File: config.mk
export PLATFORM = sky130hd
export DESIGN_NAME = seven_segment_scan_driver_flat
export DESIGN_NICKNAME = d
export VERILOG_FILES = /design/src/design/sssd_pkg.sv /design/src/design/sssd_if.sv /design/src/design/sssd_digit_split.sv /design/src/design/sssd_word_build.sv /design/src/design/seven_segment_scan_driver.sv /design/src/flat_wrapper.sv
export SDC_FILE = /design/constraint.sdc
export NUM_CORES = 1
export LEC_CHECK = 0
export CELL_PAD_IN_SITES_DETAIL_PLACEMENT = 2
export CELL_PAD_IN_SITES_GLOBAL_PLACEMENT = 2
export CORE_UTILIZATION = 35
export CTS_CLUSTER_DIAMETER = 80
export DETAILED_ROUTE_END_ITERATION = 10
export DONT_BUFFER_PORTS = 1
export PLACE_DENSITY_LB_ADDON = 0.1
export REMOVE_ABC_BUFFERS = 1
export SYNTH_ARGS = -nofsm -noshare
export SYNTH_HDL_FRONTEND = slang
export SYNTH_SLANG_ARGS = --single-unit
File: constraint.sdc
create_clock -name clk -period 23.3 [get_ports clk]
set_input_delay 1.165 -clock clk [delete_from_list [all_inputs] [get_ports clk]]
set_output_delay 1.165 -clock clk [all_outputs]
set_load 0.02 [all_outputs]
File: src/design/sssd_pkg.sv
`timescale 1ns / 1ps
// ----------------------------------------------------------------------------
// sssd_pkg
// Shared types, constants and the segment font for the seven-segment
// scan driver.
// ----------------------------------------------------------------------------
package sssd_pkg;

	localparam int MAX_DIGITS  = 8;
	localparam int MASK_WIDTH  = 16;
	localparam int STORE_DEPTH = 4;
	localparam int POS_W       = 4;
	localparam int SAMPLE_W    = 10;

	typedef logic [3:0]            code_t;
	typedef code_t [STORE_DEPTH-1:0] digits_t;
	typedef logic [MASK_WIDTH-1:0] mask_t;
	typedef logic [POS_W-1:0]      pos_t;

	localparam code_t BLANK_CODE = 4'd10;

	typedef enum logic [1:0] {
		REG_SEGMENT_MAP = 2'd0,
		REG_DIGIT_MAP   = 2'd1,
		REG_DIGIT_COUNT = 2'd2
	} reg_index_t;

	// word builder request
	typedef struct packed {
		logic [31:0] segment_map;
		logic [31:0] digit_map;
		logic [2:0]  position;
		code_t       code;
	} build_req_t;

	// segments a..g in bits 0..6, dp in bit 7; blank codes light nothing
	function automatic logic [7:0] font(input code_t code);
		logic [7:0] segs;
		case (code)
			4'd0:    segs = 8'h3F;
			4'd1:    segs = 8'h06;
			4'd2:    segs = 8'h5B;
			4'd3:    segs = 8'h4F;
			4'd4:    segs = 8'h66;
			4'd5:    segs = 8'h6D;
			4'd6:    segs = 8'h7D;
			4'd7:    segs = 8'h27;
			4'd8:    segs = 8'h7F;
			4'd9:    segs = 8'h6F;
			default: segs = 8'h00;
		endcase
		return segs;
	endfunction

endpackage

File: src/design/sssd_if.sv
`timescale 1ns / 1ps
// ----------------------------------------------------------------------------
// sssd_if
// Valid/ready channels: input requests and drive word results.
// ----------------------------------------------------------------------------
interface sssd_in_if;
	logic                          valid;
	logic                          ready;
	logic                          op;
	logic [sssd_pkg::SAMPLE_W-1:0] sample;

	modport source (output valid, output op, output sample, input ready);
	modport sink   (input valid, input op, input sample, output ready);
endinterface

interface sssd_out_if;
	logic              valid;
	logic              ready;
	sssd_pkg::mask_t   drive_mask;
	logic [2:0]        digit_position;

	modport source (output valid, output drive_mask, output digit_position, input ready);
	modport sink   (input valid, input drive_mask, input digit_position, output ready);
endinterface

File: src/design/sssd_digit_split.sv
`timescale 1ns / 1ps
// ----------------------------------------------------------------------------
// sssd_digit_split
// Scales a converter reading by 2.5 and splits it into four decimal digits
// with leading zero blanking.
// ----------------------------------------------------------------------------
module sssd_digit_split (
	input  logic [sssd_pkg::SAMPLE_W-1:0] sample,
	output sssd_pkg::digits_t             digits
);

	logic [11:0] value;
	logic [1:0]  thou;
	logic [11:0] rem1_full;
	logic [9:0]  rem1;
	logic [15:0] hun_prod;
	logic [3:0]  hun;
	logic [9:0]  rem2_full;
	logic [6:0]  rem2;
	logic [13:0] ten_prod;
	logic [3:0]  ten;
	logic [6:0]  one_full;
	logic        lit_th;
	logic        lit_hu;
	logic        lit_te;

	assign value = {1'b0, sample, 1'b0} + {3'b000, sample[9:1]};

	always_comb begin
		if (value >= 12'd2000) begin
			thou      = 2'd2;
			rem1_full = value - 12'd2000;
		end else if (value >= 12'd1000) begin
			thou      = 2'd1;
			rem1_full = value - 12'd1000;
		end else begin
			thou      = 2'd0;
			rem1_full = value;
		end
	end

	assign rem1 = rem1_full[9:0];

	// /100 via *41 >> 12, exact below 1000
	assign hun_prod  = {6'd0, rem1} * 16'd41;
	assign hun       = hun_prod[15:12];
	assign rem2_full = rem1 - ({6'd0, hun} * 10'd100);
	assign rem2      = rem2_full[6:0];

	// /10 via *103 >> 10, exact below 100
	assign ten_prod  = {7'd0, rem2} * 14'd103;
	assign ten       = ten_prod[13:10];
	assign one_full  = rem2 - ({3'd0, ten} * 7'd10);

	assign lit_th = (thou != 2'd0);
	assign lit_hu = lit_th || (hun != 4'd0);
	assign lit_te = lit_hu || (ten != 4'd0);

	assign digits[0] = lit_th ? {2'b00, thou} : sssd_pkg::BLANK_CODE;
	assign digits[1] = lit_hu ? hun : sssd_pkg::BLANK_CODE;
	assign digits[2] = lit_te ? ten : sssd_pkg::BLANK_CODE;
	assign digits[3] = one_full[3:0];

endmodule

File: src/design/sssd_word_build.sv
`timescale 1ns / 1ps
// ----------------------------------------------------------------------------
// sssd_word_build
// Forms the active-low shift register word for one digit position.
// ----------------------------------------------------------------------------
module sssd_word_build (
	input  sssd_pkg::build_req_t req,
	output sssd_pkg::mask_t      drive_mask
);

	logic [7:0]      segs;
	sssd_pkg::mask_t clr;

	assign segs = sssd_pkg::font(req.code);

	always_comb begin
		clr = '0;
		clr[req.digit_map[req.position*4 +: 4]] = 1'b1;
		for (int k = 0; k < 8; k++) begin
			if (segs[k]) begin
				clr[req.segment_map[k*4 +: 4]] = 1'b1;
			end
		end
	end

	assign drive_mask = ~clr;

endmodule

File: src/design/seven_segment_scan_driver.sv
`timescale 1ns / 1ps
// ----------------------------------------------------------------------------
// seven_segment_scan_driver
// Multiplexed seven-segment display scanner: holds a scaled reading as four
// blanked decimal digits and emits one drive word per change of digit.
// ----------------------------------------------------------------------------
// One request is taken every cycle. A request is held in the input
// register and is then processed in a single pass: a sample updates the
// digit store and yields nothing, a tick moves the scan position and, when
// the shown digit changes, writes a drive word into a two-entry output
// buffer, whose head entry is offered on the result channel. Input
// stalls only while both buffer entries are full. Configuration writes take
// effect on the next cycle.
// ----------------------------------------------------------------------------
module seven_segment_scan_driver (
	input  logic                clk,
	input  logic                arst_n,
	input  logic                cfg_we,
	input  logic [1:0]          cfg_index,
	input  logic [31:0]         cfg_data,
	sssd_in_if.sink             item,
	sssd_out_if.source          result
);

	logic [31:0]          segment_map_q;
	logic [31:0]          digit_map_q;
	logic [3:0]           digit_count_q;

	logic                 valid_s1;
	logic                 op_s1;
	logic [sssd_pkg::SAMPLE_W-1:0] sample_s1;

	sssd_pkg::pos_t       scan_q;
	sssd_pkg::pos_t       shown_q;
	sssd_pkg::digits_t    store_q;

	sssd_pkg::mask_t      mask0_q, mask1_q;
	logic [2:0]           pos0_q, pos1_q;
	logic [1:0]           count_q;

	logic                 go;
	logic                 push;
	logic                 pop;
	logic                 head_load;
	logic [3:0]           eff_count;
	sssd_pkg::pos_t       next_pos;
	sssd_pkg::pos_t       scan_new;
	sssd_pkg::digits_t    split_digits;
	sssd_pkg::build_req_t req;
	sssd_pkg::mask_t      word;

	sssd_digit_split u_split (
		.sample (sample_s1),
		.digits (split_digits)
	);

	assign eff_count = (digit_count_q > 4'(sssd_pkg::MAX_DIGITS))
		? 4'(sssd_pkg::MAX_DIGITS) : digit_count_q;
	assign next_pos  = scan_q + 4'd1;
	assign scan_new  = (next_pos < eff_count) ? next_pos : 4'd0;

	assign req.segment_map = segment_map_q;
	assign req.digit_map   = digit_map_q;
	assign req.position    = scan_new[2:0];
	assign req.code        = (scan_new < 4'(sssd_pkg::STORE_DEPTH))
		? store_q[scan_new[1:0]] : sssd_pkg::BLANK_CODE;

	sssd_word_build u_build (
		.req        (req),
		.drive_mask (word)
	);

	assign go   = valid_s1 && (count_q != 2'd2);
	assign push = go && op_s1 && (eff_count != 4'd0) && (scan_new != shown_q);
	assign pop  = result.valid && result.ready;

	assign head_load = push && (count_q == 2'd0 || (count_q == 2'd1 && pop));

	assign item.ready            = !valid_s1 || go;
	assign result.valid          = (count_q != 2'd0);
	assign result.drive_mask     = mask0_q;
	assign result.digit_position = pos0_q;

	always_ff @(posedge clk or negedge arst_n) begin
		if (!arst_n) begin
			segment_map_q <= 32'h2FED9567;
			digit_map_q   <= 32'h000002AC;
			digit_count_q <= 4'd4;
		end else if (cfg_we) begin
			unique case (cfg_index)
				sssd_pkg::REG_SEGMENT_MAP: segment_map_q <= cfg_data;
				sssd_pkg::REG_DIGIT_MAP:   digit_map_q   <= cfg_data;
				sssd_pkg::REG_DIGIT_COUNT: digit_count_q <= cfg_data[3:0];
				default: ;
			endcase
		end
	end

	always_ff @(posedge clk or negedge arst_n) begin
		if (!arst_n) begin
			valid_s1 <= 1'b0;
		end else if (item.ready) begin
			valid_s1 <= item.valid;
		end
	end

	always_ff @(posedge clk) begin
		if (item.ready && item.valid) begin
			op_s1     <= item.op;
			sample_s1 <= item.sample;
		end
	end

	always_ff @(posedge clk or negedge arst_n) begin
		if (!arst_n) begin
			scan_q  <= 4'd8;
			shown_q <= 4'd8;
			store_q <= {sssd_pkg::STORE_DEPTH{sssd_pkg::BLANK_CODE}};
		end else if (go) begin
			if (!op_s1) begin
				store_q <= split_digits;
			end else begin
				scan_q <= scan_new;
				if (push) begin
					shown_q <= scan_new;
				end
			end
		end
	end

	always_ff @(posedge clk or negedge arst_n) begin
		if (!arst_n) begin
			count_q <= 2'd0;
		end else begin
			count_q <= count_q + {1'b0, push} - {1'b0, pop};
		end
	end

	// two-entry output buffer, entry 0 is the head
	always_ff @(posedge clk) begin
		if (head_load) begin
			mask0_q <= word;
			pos0_q  <= scan_new[2:0];
		end else if (pop) begin
			mask0_q <= mask1_q;
			pos0_q  <= pos1_q;
		end
		if (push && !head_load) begin
			mask1_q <= word;
			pos1_q  <= scan_new[2:0];
		end
	end

endmodule

File: src/flat_wrapper.sv
// flat-port wrapper written by rule: the top's interface ports become plain ports
module seven_segment_scan_driver_flat 
  (clk, arst_n, cfg_we, cfg_index, cfg_data, item_valid, item_op, item_sample, item_ready, result_valid, result_drive_mask, result_digit_position, result_ready);
  sssd_in_if item_i ();
  sssd_out_if result_i ();
  input  logic clk;
  input  logic arst_n;
  input  logic cfg_we;
  input  logic [1:0] cfg_index;
  input  logic [31:0] cfg_data;
  input wire logic [$bits(item_i.valid)-1:0] item_valid;
  input wire logic [$bits(item_i.op)-1:0] item_op;
  input wire logic [$bits(item_i.sample)-1:0] item_sample;
  output wire logic [$bits(item_i.ready)-1:0] item_ready;
  output wire logic [$bits(result_i.valid)-1:0] result_valid;
  output wire logic [$bits(result_i.drive_mask)-1:0] result_drive_mask;
  output wire logic [$bits(result_i.digit_position)-1:0] result_digit_position;
  input wire logic [$bits(result_i.ready)-1:0] result_ready;
  assign item_i.valid = item_valid;
  assign item_i.op = item_op;
  assign item_i.sample = item_sample;
  assign item_ready = item_i.ready;
  assign result_valid = result_i.valid;
  assign result_drive_mask = result_i.drive_mask;
  assign result_digit_position = result_i.digit_position;
  assign result_i.ready = result_ready;
  seven_segment_scan_driver u_core (.clk(clk), .arst_n(arst_n), .cfg_we(cfg_we), .cfg_index(cfg_index), .cfg_data(cfg_data), .item(item_i), .result(result_i));
endmodule
Yosys cells after proc, flatten, opt, wreduce, memory -nomap -nowiden
Memories as Yosys holds them, arrays and structs flattened.
Index checks and enable logic that the tools add are counted.
W data, S select, Z words.
- register bits: 144
- output and inout port bits: 21
- bits in read-only memories: 112
- bits of input ports: 50
- memories: 1
- memories (name ; words ; width ; read ports ; clocked after memory_dff ; wr ports ; RTL line ; text):
    (no name shown) ; 16 ; 7 ; 1 ; 0 ; 0 ; sssd_pkg.sv:39 ; case (code)
- equality and inequality tests: 5
- shifts and indexed selects: 1
- order comparisons: 24
- multiplexer cells: 42
- $mul: 4
- add/sub/neg operators: 8
- reduce and logical (&&, ||, !) cells: 38
- bitwise logic cells: 10
- operators by type and width (operator ; count):
    $mux W16 ; 10
    $or A16 B16 Y16 ; 8
    $lt A4 B5 Y1 const B ; 9
    $demux W1 S4 ; 9
    $ge A4 B1 Y1 const B ; 9
    $shiftx A32 B6 Y4 ; 1
    $mux W4 ; 7
    $mux W10 ; 2
    $sub A10 B10 Y10 const B ; 2
    $logic_and A1 B1 Y1 ; 18
    $mul A10 B6 Y16 const B ; 1
    $not A16 Y16 ; 1
    $mul A7 B7 Y14 const B ; 1
    $add A11 B9 Y12 ; 1
    $ge A12 B10 Y1 const B ; 1
    $ge A12 B11 Y1 const B ; 1
    $reduce_bool A4 Y1 ; 3
    $mux W1 ; 10
    $reduce_and A2 Y1 ; 5
    $bmux W4 S2 ; 1
    $sub A7 B7 Y7 ; 1
    $mux W3 ; 2
    $reduce_bool A2 Y1 ; 3
    $mul A4 B5 Y5 const B ; 1
    other kinds (19) ; 25

Depth between registers and ports, before layout
Gate-level depths: netlist of run 1.
- depth in word-level cells: 27
- mapped depth: 52
- mapped depth without buffers: 52

By module
Synthesis of run 1 repeated with hierarchy kept, for this count alone.
- cell total of the unflattened synthesis: 959
- area total of the unflattened synthesis: 10641.5 um^2
- by module, submodules not included (module ; cells an instance ; seq. area each (um^2) ; area each (um^2) ; times used):
    seven_segment_scan_driver ; 339 ; 3893.7 ; 5789.3 ; 1
    sssd_digit_split ; 364 ; 0.0 ; 3039.2 ; 1
    sssd_word_build ; 256 ; 0.0 ; 1813.0 ; 1

Worst setup path after synthesis of run 1
No wires, ideal clock.
- path kind: reg-to-reg
- start point: register u_core.sample_s1[1] in the netlist's numbering
- end point: register u_core.store_q[15] in the netlist's numbering
- required time: 23221 ps
- path slack: 12720 ps
- path buffers: 0
- cell stages (with the launch flop): 51
- setup time: 79 ps
- arrival: 10501 ps
- clock period less this slack: 10580 ps
- cell sequence: edfxtp_1 -> ha_1 -> a21o_1 -> a21oi_1 -> xor2_1 -> inv_1 -> ha_1 -> a21oi_1 -> o21ai_0 -> a41oi_1 -> nor2_1 -> nand2_1 -> o21ai_0 -> xnor2_1 -> inv_1 -> ha_1 -> inv_1 -> fa_1 -> (+15 left out) -> xnor2_1 -> xnor2_1 -> ha_1 -> inv_1 -> fa_1 -> inv_1 -> fa_1 -> ha_1 -> ha_1 -> or3_1 -> o21ai_0 -> xnor2_1 -> ha_1 -> fa_1 -> xor2_1 -> xnor2_1 -> xnor2_1 -> o21ai_0
- word-level cells in the longest chain between the ends: 10
- RTL lines (what ; RTL line ; text):
    start: declaration ; seven_segment_scan_driver.sv:31 ; logic [sssd_pkg::SAMPLE_W-1:0] sample_s1;
    start signal: assignment ; seven_segment_scan_driver.sv:110 ; sample_s1 <= item.sample;
    $add A11 B9 Y12 (*) ; sssd_digit_split.sv:27 ; assign value = {1'b0, sample, 1'b0} + {3'b000, sample[9:1]};
    $sub A10 B10 Y10 / $ge A12 B10 Y1 (equally long branches) ; sssd_digit_split.sv:35, sssd_digit_split.sv:33 ;
    $mux W10 ; sssd_digit_split.sv:33 ; end else if (value >= 12'd1000) begin
    $mux W10 (*) ; sssd_digit_split.sv:30 ; if (value >= 12'd2000) begin
    $mul A10 B6 Y16 ; sssd_digit_split.sv:45 ; assign hun_prod = {6'd0, rem1} * 16'd41;
    $mul A4 B5 Y5 ; sssd_digit_split.sv:47 ; assign rem2_full = rem1 - ({6'd0, hun} * 10'd100);
    $sub A7 B7 Y7 (*) ; sssd_digit_split.sv:47 ;
    $mul A7 B7 Y14 ; sssd_digit_split.sv:51 ; assign ten_prod = {7'd0, rem2} * 14'd103;
    $mul A4 B3 Y3 ; sssd_digit_split.sv:53 ; assign one_full = rem2 - ({3'd0, ten} * 7'd10);
    $sub A4 B4 Y4 (*) ; sssd_digit_split.sv:53 ;
    end signal: assignment ; seven_segment_scan_driver.sv:118 ; store_q <= {sssd_pkg::STORE_DEPTH{sssd_pkg::BLANK_CODE}};
    end signal: assignment ; seven_segment_scan_driver.sv:121 ; store_q <= split_digits;
    end: declaration ; seven_segment_scan_driver.sv:35 ; sssd_pkg::digits_t store_q;
Mark *: on every way between the ends. The rest lies on a longest branch, timed or not.
A chain may end at the register's enable or synchronous reset.

Worst setup path after layout of run 1
- start point: register u_core.sample_s1[1] in the netlist's numbering
- end point: register u_core.store_q[11] in the netlist's numbering
- word-level cells in the longest chain between the ends: 11
- RTL lines (what ; RTL line ; text):
    $add A11 B9 Y12 (*) ; sssd_digit_split.sv:27 ;
    $sub A10 B10 Y10 / $ge A12 B10 Y1 (equally long branches) ; sssd_digit_split.sv:35, sssd_digit_split.sv:33 ;
    $mux W10 ; sssd_digit_split.sv:33 ;
    $mux W10 ; sssd_digit_split.sv:30 ;
    $mul A10 B6 Y16 ; sssd_digit_split.sv:45 ;
    $mul A4 B5 Y5 ; sssd_digit_split.sv:47 ;
    $sub A7 B7 Y7 ; sssd_digit_split.sv:47 ;
    $mul A7 B7 Y14 ; sssd_digit_split.sv:51 ;
    $reduce_bool A4 Y1 ; sssd_digit_split.sv:57 ; assign lit_te = lit_hu || (ten != 4'd0);
    $logic_or A1 B1 Y1 ; sssd_digit_split.sv:57 ;
    $mux W4 (*) ; sssd_digit_split.sv:61 ; assign digits[2] = lit_te ? ten : sssd_pkg::BLANK_CODE;
Marks and branches as above.

==> results summary, run 1 <==
The post-CTS setup-driven buffer insertion count came out at 0. The root buffer selected by CTS is sky130_fd_sc_hd__clkbuf_16. The number of max-cap violations came out at 0. The initial detailed-routing violation count came out at ~520. The average size of a mapped cell is 10.0 um^2.

The highest attainable clock frequency is 83.2 MHz. Compared with the post-synthesis result, the final layout area differs by 10.2%. Using the TritonRoute via totals, the vias-per-cell ratio works out to 5.63. Ranked by total cell area, the synthesized netlist is headed by sky130_fd_sc_hd__edfxtp_1 14%, sky130_fd_sc_hd__dfrtp_1 14%, sky130_fd_sc_hd__ha_1 13%, sky130_fd_sc_hd__dfstp_2 9.1%, sky130_fd_sc_hd__mux2_2 7.5%. The run finished with clean final reports. Setup violations remaining at the end of the flow were counted as 0.

Summed over all instances, the cell type with the most area after synthesis is sky130_fd_sc_hd__edfxtp_1. The wire length per cell is 22.3 um. The overall routed net length came out at 31.4 mm. The multiplexer fraction of the synthesized cell area is 0.0858. The transition time of the tightest slew-check pin came out at 1.18 ns. Data on the critical path arrives at its endpoint at around 12 ns. For this run, the number of Yosys warnings is 0.

The setup total negative slack is 0 ns. The slowest stage of the critical path is the sky130_fd_sc_hd__edfxtp_1 cell. The maximum number of pins on one net before global-route repair is slightly above 90. The max-slew violation count is 0. The top-level I/O count came out at 71. The worst setup path is launched from a flop. The dominant combinational cell family by area after synthesis is simple AND/OR/NAND/NOR gates. The post-route worst setup slack is 11.28 ns. The final hold violation count was 0. The count of flip-flops with a built-in enable after synthesis is 49. For this run, the leading register cell type out of synthesis is sky130_fd_sc_hd__dfrtp_1.

The synthesized instance count is roughly 1000. The core outline area is ~28000 um^2. The total number of clock tree sinks is between 100 and 150. Between clock sinks in the finished design, the worst skew comes to ~0.015 ns. The most numerous cell in the Yosys netlist is sky130_fd_sc_hd__ha_1.

Setup repair after global routing left no endpoint under its margin. The chip width came out at ~170 um. The peak fanout along the critical path is 8. The number of global-route vias before repair is 8403. The fraction of layout instances using a drive strength above 1 came out at 0.172. For this configuration, the core starts out at a cell density of 0.360. The mapped cell area is 10100 um^2. In this run, synthesis produced a sequential element count of 139.

Once detail routing completed, the nets flagged for antenna violations numbered 0. The largest stage delay on the critical path is ~0.57 ns. The number of inserted diodes came out at 0.

The critical path required time is 23.68 ns. Of all flip-flops after synthesis, the portion carrying an async set or reset was 0.647. The global router's overall resource usage is 0.223.

The level count of the clock H-tree came out at 4. The clock buffer count from CTS came out at 17. The number of standard-cell rows in the floorplan is 61.

The final global-route overflow total is 0. The total vias in the final route came out at 7911. Of the available clock period, the critical path in the final layout requires 0.516. The most used cell along the critical path is sky130_fd_sc_hd__ha_1. TritonCTS built the clock tree. The clock insertion delay at the later pin of the skew report came out at 0.44 ns.

Routability-driven placement finished with a final weighted congestion of ~0.90. The floorplan step set the die height to about 170 um. The first global-routing pass estimated 49.2 mm of wire. The first TritonRoute pass finished after 5 iterations. The worst hold path belongs to the class in -> async. The headroom to the max-slew limit is 0.214.

The number of gates resized after cts is 0. The fraction of synthesized cell area in xor and xnor cells came out at 0.0360. For this run, the register share of the synthesized area comes to 0.371. The number of hold buffers added after CTS is 0. The number of buffers on the longest clock path came out at 2. The share of the synthesized area in the top cell type is 0.145.

The complex-gate fraction of the synthesized area is 0.152. The critical path is of the reg -> reg type. The post-placement worst setup slack is between 10 and 15 ns. Sorting the synthesized cells by how often they occur yields 104 x sky130_fd_sc_hd__ha_1, 95 x sky130_fd_sc_hd__nand2_1, 69 x sky130_fd_sc_hd__inv_1.

The clock period could shrink to 12.02 ns. STA classifies the critical path endpoint as a flop. The die covers 29700 um^2. The final-stage net count came out at 1184. The count of unique library cells instantiated by Yosys is 77. The clock-pin slew of the registers on the worst-case setup and hold paths is 0.07 ns. Hold is met by 0.422 ns. The count of input and output buffers came out at 0. The number of antenna violations at the first check in global routing is 0. The placed wire-length estimate is between 20 and 25 mm.

The remaining design rule violation count came out at 0. Of the total synthesized cell area, the portion taken by full adders, half adders and majority gates is 0.158. The area share of and/or/nand/nor cells after synthesis came out at 0.160.
==> metrics by stage <==
stage                      util  instances  cell area, um^2
after detailed placement  0.377       1374            10600
after global routing      0.397       1406            11200
after global placement    0.377       1374            10600
after CTS                 0.397       1406            11200
final                     0.397       1406            11200
after floorplan               -        984            10000
==> state kept, by name, summed over array words and instances, names as in the netlist <==
register	count
u_core.digit_count_q	4
u_core.mask1_q	16
u_core.digit_map_q	32
u_core.scan_q	4
u_core.valid_s1	1
u_core.shown_q	4
u_core.result.drive_mask	16
u_core.pos1_q	3
u_core.result.digit_position	3
u_core.store_q	15
u_core.segment_map_q	28
u_core.count_q	2
u_core.op_s1	1
u_core.sample_s1	10
==> path summary, 6_finish.rpt <==
check | slack [ns] | end | startpoint | depth (start not counted)
worst max-delay path | 11.28 | u_core.store_q[11] | u_core.sample_s1[1] | 48
worst min-delay path | 0.42 | u_core.digit_map_q[15] | arst_n | 0
worst max register to register | 11.28 | u_core.store_q[11] | u_core.sample_s1[1] | 48
worst min register to register | 0.46 | u_core.store_q[1] | u_core.store_q[1] | 2
max in group asynchronous | 22.66 | u_core.store_q[13] | arst_n | 0
min in group clk | 0.46 | u_core.store_q[1] | u_core.store_q[1] | 2
==> layout make-up <==
class	count	area (um^2)
clock buffers	17	425
multi-input cells	772	6010
clock inverters	15	140
repair buffers	12	90.1
inverters	73	274
fillers	3031	17000
well taps	378	473
flip-flops and latches	139	3770
==> cell families after synthesis <==
group                      Yosys count
xor gates and xnor gates            40
buffers and inverters              100
AOI/OAI and AO/OA                  215
muxes                               78
adders and majority gates          119
DFF                                139
and+or+nand+nor                    320
==> critical path: cells and delay by family (launching register included) <==
| kind | cells | cell delay [ns] |
|---|---|---|
| buffers and inverters | 6 | 0.55 |
| adder cells (fa/ha/maj) | 12 | 4.14 |
| XOR/XNOR | 5 | 1.45 |
| AO/OA/AOI/OAI | 18 | 3.81 |
| AND/OR/NAND/NOR | 7 | 1.39 |
| flip-flops | 1 | 0.57 |
==> cells in the final DEF, fill, tap and decap left out, types with 15 or more instances in the layout <==
master,netlist,routed
sky130_fd_sc_hd__ha_1,104,104
sky130_fd_sc_hd__nand2_1,95,95
sky130_fd_sc_hd__inv_1,69,69
sky130_fd_sc_hd__mux2_2,68,68
sky130_fd_sc_hd__dfrtp_1,55,55
sky130_fd_sc_hd__nor2_1,53,53
sky130_fd_sc_hd__edfxtp_1,49,49
sky130_fd_sc_hd__nand3_1,42,42
sky130_fd_sc_hd__dfstp_2,35,35
sky130_fd_sc_hd__o21ai_0,34,33
sky130_fd_sc_hd__nand4_1,30,30
sky130_fd_sc_hd__a21oi_1,28,28
sky130_fd_sc_hd__xnor2_1,25,25
sky130_fd_sc_hd__o31ai_1,21,21
sky130_fd_sc_hd__nor2b_1,21,20
sky130_fd_sc_hd__o221ai_1,17,17
sky130_fd_sc_hd__a22oi_1,17,17
sky130_fd_sc_hd__clkbuf_16,0,17
sky130_fd_sc_hd__nand2b_1,16,16
sky130_fd_sc_hd__fa_1,15,15
==> layer usage <==
metal | wire (um) | global-route usage | vias up
met4 | 566 | 0.0616 | 0
met3 | 1070 | 0.0339 | 31
met1 | 16600 | 0.337 | 4009
met5 | 0 | 0 | -
met2 | 13200 | 0.324 | 118
li1 | - | - | 3753
Power of run 1 is not shown: default switching activity piles up to over one toggle a cycle in this logic, so the estimate is an artifact.
==> run 2: changes to the inputs <==
ABC_AREA = 1   (was default)
clock period = 12.3 ns   (was 23.3 ns; I/O delays follow)
==> results summary, run 2 <==
The arrival time of data at the critical path endpoint came out at 11.79 ns. The area of the die came out at roughly 31000 um^2. The highest attainable clock frequency is 87.4 MHz. The kind of path behind the tightest hold check is in -> async. The initial core utilization came out at 0.358. The most numerous cell in the Yosys netlist is sky130_fd_sc_hd__nand2_1. After synthesis, the netlist uses around 50 different library cells. The mapped cell area is 10700 um^2. The largest clock skew in the final design is about 0.010 ns. In this run the standard cell core region covers 29900 um^2.

The transition time of the tightest slew-check pin is 1.02 ns. Counting the buffers created by CTS gives 17. Of the post-synthesis cell area, the dominant cell type holds 0.141. The number of global-route vias before repair came to 10300.

Setup slack closes at 0.857 ns. For this run, the slowest stage of the critical path takes 0.56 ns. The run finished with clean final reports.

The clock tree from TritonCTS is done. The slowest stage of the critical path is the sky130_fd_sc_hd__fa_1 cell. The library cell used most frequently in the layout, excluding fill and tap cells, is sky130_fd_sc_hd__nand2_1. After the first detailed-routing iteration, the DRC count stood at 368. The count of input and output buffers is 0. The final-stage net count came out at approximately 1600. The wire length per cell came out at between 15 and 20 um. The layout overhead on the synthesized area came out at 9.92%. The average size of a mapped cell is 7.44 um^2. The global router's overall resource usage came out at 0.234.

The cell that appears most often on the critical path is sky130_fd_sc_hd__inv_1. The peak fanout along the critical path is 7. The worst setup path startpoint is u_core.sample_s1[2].

The per-cell via count in the routed design came out at 5.14. The chip width came out at about 180 um. Of the cells placed in the final design, the portion with a size suffix greater than 1 is 0.0877. For this run, the leading register cell type out of synthesis is sky130_fd_sc_hd__dfrtp_1. In the post-synthesis netlist, the biggest area contributors are sky130_fd_sc_hd__nand2_1 14%, sky130_fd_sc_hd__edfxtp_1 14%, sky130_fd_sc_hd__dfrtp_1 13%, sky130_fd_sc_hd__ha_1 12%, sky130_fd_sc_hd__dfstp_2 8.6%. The wire-length estimate of the detail-placed layout is 27.4 mm. The number of antenna violations at the first check in global routing is 1. The number of buffers on the longest clock path is 2. The number of inserted diodes came out at 0.

In this run the critical register-to-register path is launched from u_core.sample_s1[2]. The biggest area contributor in the post-synthesis netlist is sky130_fd_sc_hd__nand2_1. The final clock period utilization by the worst path is 0.930. The root buffer selected by CTS is sky130_fd_sc_hd__clkbuf_16. After floorplanning, the core was divided into 63 placement rows.

The top cell types in the final layout, fill and taps aside, are 400 x sky130_fd_sc_hd__nand2_1, 206 x sky130_fd_sc_hd__inv_1, 146 x sky130_fd_sc_hd__nor2_1. By count the netlist is led by 401 x sky130_fd_sc_hd__nand2_1, 206 x sky130_fd_sc_hd__inv_1, 146 x sky130_fd_sc_hd__nor2_1. The count of flip-flops with a built-in enable after synthesis is 49. For the worst-skew pair, the clock arrives at the later sink with an insertion delay of 0.44 ns.

Across the run, the number of max-cap violations was 0. The total number of clock tree sinks came out at 139. The total vias in the final route came out at around 9500.

The headroom to the max-slew limit came out at 0.318. The final critical delay including setup and external delays came out at 11.44 ns. The synthesized instance count came out at between 1000 and 1500.

The global-route wire length before repair came out at 56.0 mm. For flop-to-flop paths, the worst setup slack is 0.86 ns. The remaining design rule violation count came out at 0.

The final hold violation count is 0. The share of the Yosys chip area taken by registers is 0.352. Counting flops per register, the top entry is u_core.digit_map_q.

Yosys printed 0 warnings. OpenSTA, run right after detailed placement, puts the worst setup slack at 0.561 ns. The category of the worst setup path launch point is a flop. The final global-route overflow total is 0. The largest registers in the layout are u_core.digit_map_q: 32 flops, u_core.segment_map_q: 28 flops. The critical path required time is 12.65 ns.

The number of synthesized register bits is 139. Setup violations remaining at the end of the flow were counted as 0. The max-slew violation count is 0. The level count of the clock H-tree came out at 4. The share of synthesized flip-flops with an asynchronous set or reset is 0.647.

The first-pass detailed-route iteration total is 4. Entering global routing, the biggest net connects 61 pins. The overall routed net length is 34.4 mm. The clock-pin slew of the registers on the worst-case setup and hold paths came out at ~0.06 ns. The number of nets still failing antenna checks after routing is 0.

The number of flip-flops under the largest register name came out at 32. The worst setup path is captured at a flop. The vertical die dimension came out at 177 um.

By startpoint and endpoint, the worst setup path is classified as reg -> reg. Pin placement for this block handled 71 I/O pins. At the end of routability-driven placement, the weighted congestion stood at ~0.86.
==> run 2: metal layers <==
layer,track usage,part of all wire,up-vias
met5,0,0,-
met4,0.0639,0.015,0
met3,0.0324,0.023,32
met2,0.383,0.46,110
met1,0.321,0.50,4697
li1,-,-,4611
==> run 2: path summary, 6_finish.rpt <==
path | end | cells past startpoint
worst max-delay path | u_core.store_q[15] | 60
worst min-delay path | u_core.store_q[15] | 0
worst max register to register | u_core.store_q[15] | 60
worst min register to register | u_core.store_q[7] | 2
max in group asynchronous | u_core.shown_q[3] | 1
min in group clk | u_core.op_s1 | 0
==> run 2: cell families after synthesis <==
group	after synthesis	share of synthesized area
muxes	5	0.00515
AOI/OAI and AO/OA	149	0.0755
buffers and inverters	248	0.0927
DFF	139	0.352
adders and majority gates	119	0.150
and+or+nand+nor	751	0.303
xor gates and xnor gates	26	0.0220
==> run 2: what timing repair did <==
item / 4_1_cts / 5_1_grt
hold buffers: 1 / 1
setup buffers: 0 / 2
endpoints found under the hold margin: 59 / 1
gates resized for setup: 0 / 5
setup endpoints to repair: 0 / 3
==> run 2: worst max-delay path, delay by kind of cell (launching register included) <==
kind	cells	cell delay, ns
adder cells (fa/ha/maj)	14	4.92
flip-flops	1	0.40
XOR/XNOR	6	1.15
AND/OR/NAND/NOR	18	2.32
buffers and inverters	10	0.84
AO/OA/AOI/OAI	12	1.67
==> run 2: layout make-up <==
cell class | count | area [um^2]
Fill cell | 3564 | 18100
Multi-Input combinational cell | 1050 | 5970
Sequential cell | 139 | 3770
Inverter | 217 | 820
Clock buffer | 22 | 505
Tap cell | 390 | 488
Clock inverter | 10 | 110
Timing Repair Buffer | 10 | 97.6
==> run 2: metrics by stage <==
stage	std cells	util	hold WS, ns	cell area (um^2)	TNS (ns)
finish	1838	0.393	0.0161	11800	0
global route	1838	0.393	0.00256	11800	-0.0550
CTS	1835	0.392	0.00420	11700	0
detailed placement	1802	0.370	0.322	11100	0
global placement	1802	0.370	0.322	11100	0
floorplan	1406	-	0.319	10500	0
Power of run 2 is left out for the same reason.
==> run 3: changes to the inputs <==
PLACE_DENSITY = 0.8   (was default)
PLACE_DENSITY_LB_ADDON = default   (was 0.1)
RECOVER_POWER = 50   (was default)
SLEW_MARGIN = 20   (was default)
==> results summary, run 3 (same netlist as run 2, synthesis figures left out) <==
Including well taps, the total number of placed cells is 1802. The area of the die came out at 31300 um^2. The critical path required time came out at 12.64 ns.

In this run the remaining antenna-violating nets after routing total 0. At the end of the flow the core is filled with cells to 0.391. In the global route stage, met1 resource usage came out at 0.320. In this run the most used layer during global routing was met2. The clock-pin slew of the registers on the worst-case setup and hold paths is roughly 0.07 ns. The global-route wire length before repair is 57.3 mm. The final global-route overflow total is 0.

The clock tree from TritonCTS is done. The clock insertion delay at the later pin of the skew report is ~0.43 ns. The initial utilization of the core area, before any placement, comes to 0.358. From synthesis to final layout, the design area changed by 9.20%.

The clock buffer count from CTS came out at 17. The final hold violation count came out at 0. Clock tree synthesis selected as its root buffer the cell sky130_fd_sc_hd__clkbuf_16. The clock arrives with 0.0110 ns of skew. In this run the tightest slew margin relative to its limit is -1.40.

The flow ran to the end, but the final reports show violations. Setup violations remaining at the end of the flow were counted as 0. The final reports fail on capacitance limit, slew limit. For this run, the post-layout net count is 1603. Across every metal layer, demand over resource in global routing totals 0.238. The placed wire-length estimate came out at 27.7 mm. The wire length per cell is between 15 and 20 um. The worst hold path belongs to the class in -> async. The kind of cell with the highest combined delay along the critical path is adder cells. In the global route stage, met2 resource usage came out at 0.399. In the final layout, the share of cells above drive strength 1 is 0.0843.

The highest attainable clock frequency came out at approximately 87 MHz. The type of the setup path with the least slack is reg -> reg. The number of global-route vias before repair was 10600.

The number of inserted diodes came out at 0. In the layout the commonest cells are 401 x sky130_fd_sc_hd__nand2_1, 206 x sky130_fd_sc_hd__inv_1, 146 x sky130_fd_sc_hd__nor2_1. The category of the worst setup path launch point is a flop.

The number of flip-flops under the largest register name is 32. The remaining design rule violation count came out at 0. The largest individual stage delay along the critical path comes from the cell sky130_fd_sc_hd__a2111oi_0. The level count of the clock H-tree is 4. In this run the worst path has a maximum fanout of 7. The initial detailed-routing violation count is 451.

The top-level I/O count came out at 71. The max-slew violation count came out at 174. The post-route non-filler standard cell count is around 1800. The number of max-cap violations came out at 3. The number of antenna violations at the first check in global routing came out at 0. From bottom edge to top edge, the die measures between 150 and 200 um.

The final route contains 9649 vias. The per-cell via count in the routed design came out at between 5 and 6. The critical path contains buffers and inverters numbering 9 combined. The count of input and output buffers is 0. The first-pass detailed-route iteration total is 5. For met3 alone, demand over resource in global routing was 0.0350. The final critical delay including setup and external delays came out at 11.54 ns. The final weighted congestion in routability-driven placement came out at just over 0.9.

The filler cell count in the final layout is 3518. The total number of clock tree sinks came out at 139. The setup total negative slack is 0 ns.

The transition time of the tightest slew-check pin is roughly 3.6 ns. The final clock period utilization by the worst path came out at 0.938. The number of standard-cell rows in the floorplan is 63. The most frequent standard cell in the layout excluding fill and tap cells is sky130_fd_sc_hd__nand2_1. Entering global routing, the biggest net connects 61 pins. The worst hold margin is 0.0468 ns. The chip width came out at 177 um.

By instance count, the cell type seen most on the critical path is sky130_fd_sc_hd__inv_1. Wires add up to 35.7 mm. STA classifies the critical path endpoint as a flop. On the worst path, the slowest cell contributes a delay of 0.58 ns. The register with the most flip-flops in the final layout is u_core.digit_map_q. STA puts the critical path data arrival time at 11.88 ns. No sink is reached through more buffers than the 2 on the longest clock path. The core region is 29900 um^2. The largest registers in the layout are u_core.digit_map_q: 32 flops, u_core.segment_map_q: 28 flops.
run 3: final timing paths:
kind	from	end	slack (ns)	cells past startpoint
max	u_core.sample_s1[2]	u_core.store_q[15]	0.76	53
min	arst_n	u_core.segment_map_q[8]	0.05	0
max reg2reg	u_core.sample_s1[2]	u_core.store_q[15]	0.76	53
min reg2reg	u_core.store_q[7]	u_core.store_q[7]	0.48	2
max in group asynchronous	arst_n	u_core.digit_map_q[21]	8.83	1
min in group clk	item_sample[9]	u_core.sample_s1[9]	0.27	0
run 3: repair_timing:
action                                  CTS  global route
setup buffers                             0             2
resized for setup                         0             4
endpoints found under the setup margin    0             3
hold endpoints to repair                 55             0
hold buffers                              1             0
run 3: layout make-up:
type	instances	area [um^2]	area share
Multi-Input combinational cell	1050	5960	0.511
Sequential cell	139	3770	0.323
Inverter	217	820	0.0702
Tap cell	390	488	0.0418
Clock buffer	17	425	0.0364
Clock inverter	15	155	0.0133
Timing Repair Buffer	9	56.3	0.00482
run 3: stage by stage:
step / cell area, um^2 / setup slack [ns]
after global routing: 11700 / -0.00372
final: 11700 / 0.764
after global placement: 11100 / 1.11
after floorplan: 10500 / 1.94
after detailed placement: 11100 / 0.547
after CTS: 11700 / 0.509
run 3: layer usage:
layer  vias up  part of all wire
li1       4622                 -
met1      4846              0.48
met2       145              0.48
met3        36             0.028
met4         0             0.015
met5         -                 0
Power of run 3 is left out for the same reason.
